### src/rtl/qlu_pkg.sv
`default_nettype none

package qlu_pkg;

	localparam int STATES  = 54432;
	localparam int STATE_W = 16;
	localparam int INDEX_W = 21;
	localparam int Q_W     = 32;
	localparam int RATE_W  = 16;
	localparam int CFG_W   = 2;

	// update datapath widths
	localparam int T_W = 35;
	localparam int P_W = 52;

	localparam logic [RATE_W-1:0] LEARNING_RATE_RST = 16'd6554;
	localparam logic [RATE_W-1:0] DISCOUNT_RST      = 16'd62259;

	localparam logic [CFG_W-1:0] REG_LEARNING_RATE = 2'd0;
	localparam logic [CFG_W-1:0] REG_DISCOUNT      = 2'd1;

	typedef enum logic [1:0] {
		CMD_LATCH  = 2'd0,
		CMD_UPDATE = 2'd1,
		CMD_READ   = 2'd2
	} cmd_t;

	typedef enum logic [1:0] {
		ALU_MUL_GAMMA = 2'd0,
		ALU_SUM       = 2'd1,
		ALU_MUL_ALPHA = 2'd2,
		ALU_FINAL     = 2'd3
	} alu_op_t;

	typedef struct packed {
		logic    en;
		alu_op_t op;
	} alu_ctrl_t;

	// threshold ladders, unused slots can never be exceeded
	localparam logic [7:0][15:0] HP_STEPS = {16'd89, 16'd69, 16'd49, 16'd29,
		16'd19, 16'd14, 16'd9, 16'd4};
	localparam logic [7:0][15:0] SCRAP_STEPS = {16'hFFFF, 16'hFFFF, 16'hFFFF, 16'd40,
		16'd25, 16'd14, 16'd9, 16'd4};
	localparam logic [7:0][15:0] POWER_STEPS = {16'd94, 16'd84, 16'd74, 16'd64,
		16'd54, 16'd44, 16'd34, 16'd29};
	localparam logic [7:0][15:0] FUEL_STEPS = {16'hFFFF, 16'hFFFF, 16'd9, 16'd6,
		16'd4, 16'd2, 16'd1, 16'd0};
	localparam logic [7:0][15:0] STAGE_STEPS = {16'hFFFF, 16'hFFFF, 16'hFFFF, 16'hFFFF,
		16'hFFFF, 16'd19, 16'd14, 16'd9};
	localparam logic [7:0][15:0] BOMB_STEPS = {16'hFFFF, 16'hFFFF, 16'hFFFF, 16'hFFFF,
		16'hFFFF, 16'd2, 16'd1, 16'd0};

	function automatic logic [3:0] bucket_of(input logic [15:0] v,
		input logic [7:0][15:0] steps);
		logic [3:0] b;
		b = '0;
		for (int i = 0; i < 8; i++) begin
			if (v > steps[i]) begin
				b = b + 4'd1;
			end
		end
		return b;
	endfunction

	function automatic logic [STATE_W-1:0] state_of(input logic [7:0] hp,
		input logic [15:0] scrap, input logic [7:0] power, input logic [7:0] fuel,
		input logic [7:0] stage, input logic [7:0] bomb);
		logic [STATE_W-1:0] s;
		s = STATE_W'(bucket_of({8'd0, hp}, HP_STEPS));
		s = s * 16'd6 + STATE_W'(bucket_of(scrap, SCRAP_STEPS));
		s = s * 16'd9 + STATE_W'(bucket_of({8'd0, power}, POWER_STEPS));
		s = s * 16'd7 + STATE_W'(bucket_of({8'd0, fuel}, FUEL_STEPS));
		s = s * 16'd4 + STATE_W'(bucket_of({8'd0, stage}, STAGE_STEPS));
		s = s * 16'd4 + STATE_W'(bucket_of({8'd0, bomb}, BOMB_STEPS));
		return s;
	endfunction

endpackage

`default_nettype wire

### src/rtl/qlu_alu.sv
`default_nettype none

module qlu_alu (
	input  logic               clk,
	input  qlu_pkg::alu_ctrl_t ctrl,
	input  logic [15:0]        alpha,
	input  logic [15:0]        gamma,
	input  logic signed [31:0] best,
	input  logic signed [31:0] cur,
	input  logic signed [31:0] reward,
	output logic signed [31:0] result
);

	import qlu_pkg::*;

	logic signed [16:0]    mul_a;
	logic signed [T_W-1:0] mul_b;
	logic signed [P_W-1:0] product;
	logic signed [P_W-1:0] diff;
	logic signed [P_W-1:0] wide;
	logic signed [36:0]    nv;
	logic signed [31:0]    sat;

	logic signed [P_W-1:0] prod_q;
	logic signed [T_W-1:0] t_q;
	logic signed [31:0]    result_q;

	// single shared multiplier: gamma*max, then alpha*t
	assign mul_a   = (ctrl.op == ALU_MUL_GAMMA) ? $signed({1'b0, gamma})
		: $signed({1'b0, alpha});
	assign mul_b   = (ctrl.op == ALU_MUL_GAMMA) ? T_W'(best) : t_q;
	assign product = P_W'(mul_a) * P_W'(mul_b);

	// t = floor(((r - q) * 2^16 + gamma*max) / 2^16)
	assign diff = P_W'(reward) - P_W'(cur);
	assign wide = (diff <<< 16) + prod_q;

	// new = q + floor(alpha*t / 2^16), saturated
	assign nv  = 37'(cur) + 37'($signed(prod_q[P_W-1:16]));
	assign sat = (nv[36:31] == {6{nv[36]}}) ? nv[31:0]
		: (nv[36] ? 32'sh80000000 : 32'sh7FFFFFFF);

	always_ff @(posedge clk) begin
		if (ctrl.en) begin
			unique case (ctrl.op)
				ALU_MUL_GAMMA, ALU_MUL_ALPHA: begin
					prod_q <= product;
				end
				ALU_SUM: begin
					t_q <= wide[T_W+15:16];
				end
				ALU_FINAL: begin
					result_q <= sat;
				end
			endcase
		end
	end

	assign result = result_q;

endmodule

`default_nettype wire

### config.mk
export PLATFORM = sky130hd
export DESIGN_NAME = qlu_alu
export DESIGN_NICKNAME = d
export VERILOG_FILES = /design/src/rtl/qlu_pkg.sv /design/src/rtl/qlu_alu.sv
export SDC_FILE = /design/constraint.sdc
export NUM_CORES = 2
export LEC_CHECK = 0
export ABC_CLOCK_PERIOD_IN_PS = 8500
export BUFFER_PORTS_ARGS = -buffer_cell sky130_fd_sc_hd__buf_4
export CORE_ASPECT_RATIO = 1.25
export CORE_MARGIN = 1
export CORE_UTILIZATION = 37
export DETAILED_ROUTE_END_ITERATION = 7
export HOLD_SLACK_MARGIN = 0.06
export PLACE_DENSITY_LB_ADDON = 0.25
export SKIP_CTS_REPAIR_TIMING = 1
export SLEW_MARGIN = 40
export SYNTH_ARGS = -nofsm -noshare
export SYNTH_HDL_FRONTEND = slang
export SYNTH_SLANG_ARGS = --single-unit
export TNS_END_PERCENT = 1
### constraint.sdc
create_clock -name clk -period 8.5 [get_ports clk]
set_clock_uncertainty 0.05 [all_clocks]
set_input_delay 0 -clock clk [delete_from_list [all_inputs] [get_ports clk]]
set_output_delay 0 -clock clk [all_outputs]
set_load 0.005 [all_outputs]
==> Yosys cells after proc, flatten, opt, wreduce, memory -nomap -nowiden <==
Index checks and enable logic that the tools add are counted.
{ "word_totals": {"register_bits": 119, "inputBits": 132, "out_inout_bits": 32, "word_cells": 20} }
{ "classes": {"add_sub_neg": 3, "multipliers": 1, "eq_ne": 4, "mux": 4, "reduce_logical": 5} }
{ "op_table": {"columns": ["op", "count"], "rows": [
  ["$mux 32", 2],
  ["$mul 17x35->52", 1],
  ["$add 49x51->51", 1],
  ["$add 32x36->37", 1],
  ["$mux 35", 1],
  ["$sub 32x32->33", 1],
  ["$mux 16", 1],
  ["$reduce_and 2->1", 3],
  ["$eq 5x5->1", 1],
  ["$eq 2x2->1 const B", 2],
  ["$eq 2x1->1 const B", 1],
  ["$logic_not 2->1", 1],
  ["$reduce_or 2->1", 1]
]} }

==> Logic depth before layout (Yosys ltp) <==
{ "depth": {"word_depth": 3, "ltp_mapped": 30} }

==> Worst setup path before layout <==
Ideal clock, no wire load.
{ "synth_timing": {"path_kind": "input -> register", "start": "input ctrl[1] (netlist name)", "end": "register prod_q[27], data pin", "arrival_ps": 7397, "required_ps": 8313, "slack_ps": 916, "path_stages": 25, "path_buffers": 3, "cell_sequence": "nor2_1 -> clkbuf_1 -> clkbuf_1 -> nand2_1 -> nand2_1 -> clkbuf_1 -> nand2_1 -> fa_1 -> fa_1 -> fa_1 -> inv_1 -> ha_1 -> fa_1 -> fa_1 -> ha_1 -> and4_1 -> and2_1 -> a311o_1 -> a211o_1 -> a31o_2 -> a31oi_1 -> o21ai_0 -> a21oi_1 -> or4b_2 -> nand4_1"} }
{ "synth_between": {"elab_chain_cells": 3, "elab_cells_between_ends": 4, "cone_classes": "mul (1); mux (2); reduce/logical (1)"} }
{ "synth_lines": {"columns": ["item", "line", "source"], "rows": [
  ["start, declared", "qlu_alu.sv:5", "input qlu_pkg::alu_ctrl_t ctrl,"],
  ["$logic_not 2->1 *", "qlu_alu.sv:29, qlu_alu.sv:31", null],
  ["$mux 16 or $mux 35 (tied branches)", "qlu_alu.sv:29, qlu_alu.sv:31", null],
  ["$mul 17x35->52 *", "qlu_alu.sv:32", "assign product = P_W'(mul_a) * P_W'(mul_b);"],
  ["net product[27]", "qlu_alu.sv:18", "logic signed [P_W-1:0] product;"],
  ["end signal, assigned", "qlu_alu.sv:47", "prod_q <= product;"],
  ["end, declared", "qlu_alu.sv:24", "logic signed [P_W-1:0] prod_q;"]
]} }
Mark *: on every way through the listed nets, which the timed path passes. The rest lies on a longest branch.
A chain may end at the register's enable or synchronous reset.

==> Worst setup path in the final report <==
{ "layout_timing": {"start": "register t_q[4]", "end": "register prod_q[27], data pin"} }
{ "layout_between": {"elab_chain_cells": 2} }
{ "layout_lines": {"columns": ["item", "line", "source"], "rows": [
  ["start, declared", "qlu_alu.sv:25", "logic signed [T_W-1:0] t_q;"],
  ["start signal, assigned", "qlu_alu.sv:50", "t_q <= wide[T_W+15:16];"],
  ["$mux 35", "qlu_alu.sv:31", "assign mul_b = (ctrl.op == ALU_MUL_GAMMA) ? T_W'(best) : t_q;"],
  ["$mul 17x35->52", "qlu_alu.sv:32", null],
  ["net product[27]", "qlu_alu.sv:18", null]
]} }
The timed path passes the listed nets, and every way through them passes these cells.

==> key figures <==
Worst hold path
  – Worst hold start: ctrl[2]
  – Hold Crit Class: primary input to register
  – Hold depth: 2
  – Worst Hold End: prod_q[51]

Drt
  – Drt drc: 6
  – Post-DRT Antenna Nets: 0
  – DRT Wirelength: 81,450 µm
  – Initial DRC count: 1,367
  – Via density: 5.135
  – Vias: 21,810
  – Routed len/inst: 19.17 µm
  – DRT Pass-1 Iters: 8

Layout
  – FF+latch area: 3093 µm²
  – Layout net count: 4,170
  – Fill cell count: 7,412
  – Multi-input logic area: 21,870 µm²
  – Layout area overhead: 10.58%
  – Ant. Diodes: 0
  – Fraction of layout cells with a size suffix above 1: 0.08120

Synthesis
  – Post-Syn Nets: 4,042
  – Largest cells by area after synthesis: fa_1 38%, edfxtp_1 11%, ha_1 10%, inv_1 8.6%, nand2_1 7.4%
  – #FFs+latches synth: 103
  – Synth area leader: fa_1
  – Seq/Total Area, Yosys: 0.1117
  – Post-synth top cells: 631 x inv_1, 549 x nand2_1, 532 x fa_1
  – Synth unique cells: 67
  – Post-synth EDFFs: 103
  – Synth Instances: 3,155
  – Most common cell in the netlist: inv_1
  – Avg Synthesized Cell Area: 8.779 µm²
  – Syn. warnings: 0
  – Post-synth ARST share: 0
  – Share of the synthesized area in the top cell type: 0.3845
  – Mapped Area: 27,700 µm²
  – Post-synth top flop: edfxtp_1

GRT
  – GR Util met2: 0.4093
  – Remaining Overflow, GRT: 0
  – Met3 usage: 0.01897
  – Vias in the first global route: 22,470
  – GR peak layer: met2
  – Gr usage total: 0.2205
  – First-pass GRT wire length: 126,000 µm
  – Antenna violations before repair: 1
  – Largest net degree at the start of global routing: 59
  – Met1 usage: 0.2469

Place
  – RePlAce Congestion: 0.9463
  – HPWL Detailed: 70,540 µm
  – IO buf count: 163

Timing
  – Final setup fails: 0
  – Tcrit/Tclk final: 0.8950
  – Peak Freq: 131.5 MHz
  – Minimum clock period: 7.607 ns
  – Least-Margin Pin Slew: 0.8349 ns
  – Slew Limit Fails: 0
  – TNS Setup: 0 ns
  – RSZ-0062 raised after global routing: false
  – Slew HR: 0.4421
  – Endpoints failing hold: 0

Floorplan
  – I/O pins: 164
  – Die footprint: 75,960 µm²
  – CORE AREA: 73,750 µm²
  – Starting density of the core: 0.3756
  – Die width: 246.7 µm
  – Placement Rows: 111
  – Chip height: 307.9 µm

Clock tree
  – CTS tree: built
  – CTS root buf: clkbuf_16
  – Clk slew on worst S/H paths: 0.08 ns
  – Clock Latency Late Sink: 0.37 ns
  – Clock sink count: 103
  – Max clock buf depth: 2
  – TritonCTS buffer count: 9
  – H-tree depth: 3

Flow run
  – MaxCap Viol Count: 0

Worst setup path
  – Crit Path Category: register to register
  – CP Launch Point: t_q[4]
  – Worst R2R End: prod_q[27]
  – Crit path capture type: register
  – Critical path peak fanout: 6
  – Req. time, crit path: 8.68 ns
  – FF-to-FF setup slack: 0.89 ns
  – Critical R2R Launch: t_q[4]
  – Register-to-Register Path Depth: 21
  – CP arrival: 7.79 ns
  – CP startpoint kind: register

Status
  – Failing checks: design-rule violations
  – Status: finished with violations
==> metrics by stage <==
| step | cell area, µm² | hold WS [ns] | setup WS (ns) | std cells | utilization |
|---|---|---|---|---|---|
| final | 30630 | 0.08529 | 0.8929 | 4248 | 0.4153 |
| after floorplan | 27700 | 0.2641 | 0.9160 | 3155 | - |
| after detailed placement | 30320 | 0.3472 | 0.7255 | 4230 | 0.4111 |
| after CTS | 30600 | 0.004790 | 0.9394 | 4246 | 0.4150 |
| after global routing | 30630 | 0.09516 | 0.5602 | 4248 | 0.4153 |
| after global placement | 30280 | 0.3465 | 0.8275 | 4228 | 0.4105 |
==> how the worst max path moves through the flow <==
stage                     cells after the start    endpoint  slack [ns]
final                                        21  prod_q[27]        0.89
after global routing                         24  prod_q[46]        0.56
after CTS                                    21  prod_q[27]        0.94
after detailed placement                     26  prod_q[27]        0.73
after global placement                       26  prod_q[48]        0.83
after floorplan                              25  prod_q[27]        0.92
==> sequential cells by signal, summed over array words and instances (netlist names) <==
register  count
result       32
t_q          35
prod_q       36
==> critical path, stage by stage, from the launching register on <==
cell	delay, ns
edfxtp_1	0.51
mux2i_1	0.61
nor2_1	0.13
fa_1	0.55
inv_1	0.06
fa_1	0.40
fa_1	0.54
inv_1	0.04
ha_1	0.28
fa_1	0.52
fa_1	0.43
ha_1	0.32
and4_1	0.21
and2_1	0.15
a311o_1	0.45
a211o_1	0.34
a31o_2	0.27
a31oi_1	0.27
o21ai_0	0.26
a21oi_1	0.37
or4b_2	0.62
nand4_1	0.10
==> cells in the final DEF (no fill, tap or decap), drive strengths merged, types with 7 or more instances in the layout <==
| master | n |
|---|---|
| xor2 | 45 |
| a221oi | 9 |
| ha | 223 |
| and3 | 9 |
| nor3 | 16 |
| o31ai | 33 |
| inv | 635 |
| a21oi | 111 |
| clkbuf | 9 |
| nand4 | 12 |
| xnor2 | 84 |
| and2 | 10 |
| nand3 | 26 |
| and4 | 7 |
| nor2b | 18 |
| o21ai | 53 |
| nand2 | 549 |
| nand2b | 20 |
| nor2 | 284 |
| a21o | 75 |
| mux2i | 46 |
| fa | 532 |
| buf | 227 |
| o21bai | 20 |
| a211oi | 11 |
| edfxtp | 103 |
| a31oi | 13 |
| o21a | 14 |
==> cell families after synthesis <==
group | Yosys count | synth area share
buffers and inverters | 743 | 0.1016
adder cells (fa/ha/maj) | 755 | 0.4853
flip-flops | 103 | 0.1117
multiplexers | 47 | 0.01717
XOR/XNOR | 130 | 0.04165
AO/OA/AOI/OAI | 396 | 0.09609
AND/OR/NAND/NOR | 981 | 0.1465
==> layer usage <==
metal / up-vias / part of all wire
met2: 634 / 0.53
li1: 10110 / -
met3: 181 / 0.041
met4: 0 / 0.063
met1: 10890 / 0.36
met5: - / 0
==> cell type report <==
class                   count  share of cell area
clock buffers               9            0.007354
clock inverters             7            0.002084
inverters                 631             0.07734
multi-input cells        2309              0.7142
flip-flops and latches    103              0.1010
well taps                 960             0.03922
repair buffers            229             0.05883
Power is left out: the tool's default activity adds up to more than one toggle a clock period on the data nets, which glitch-free logic cannot reach.
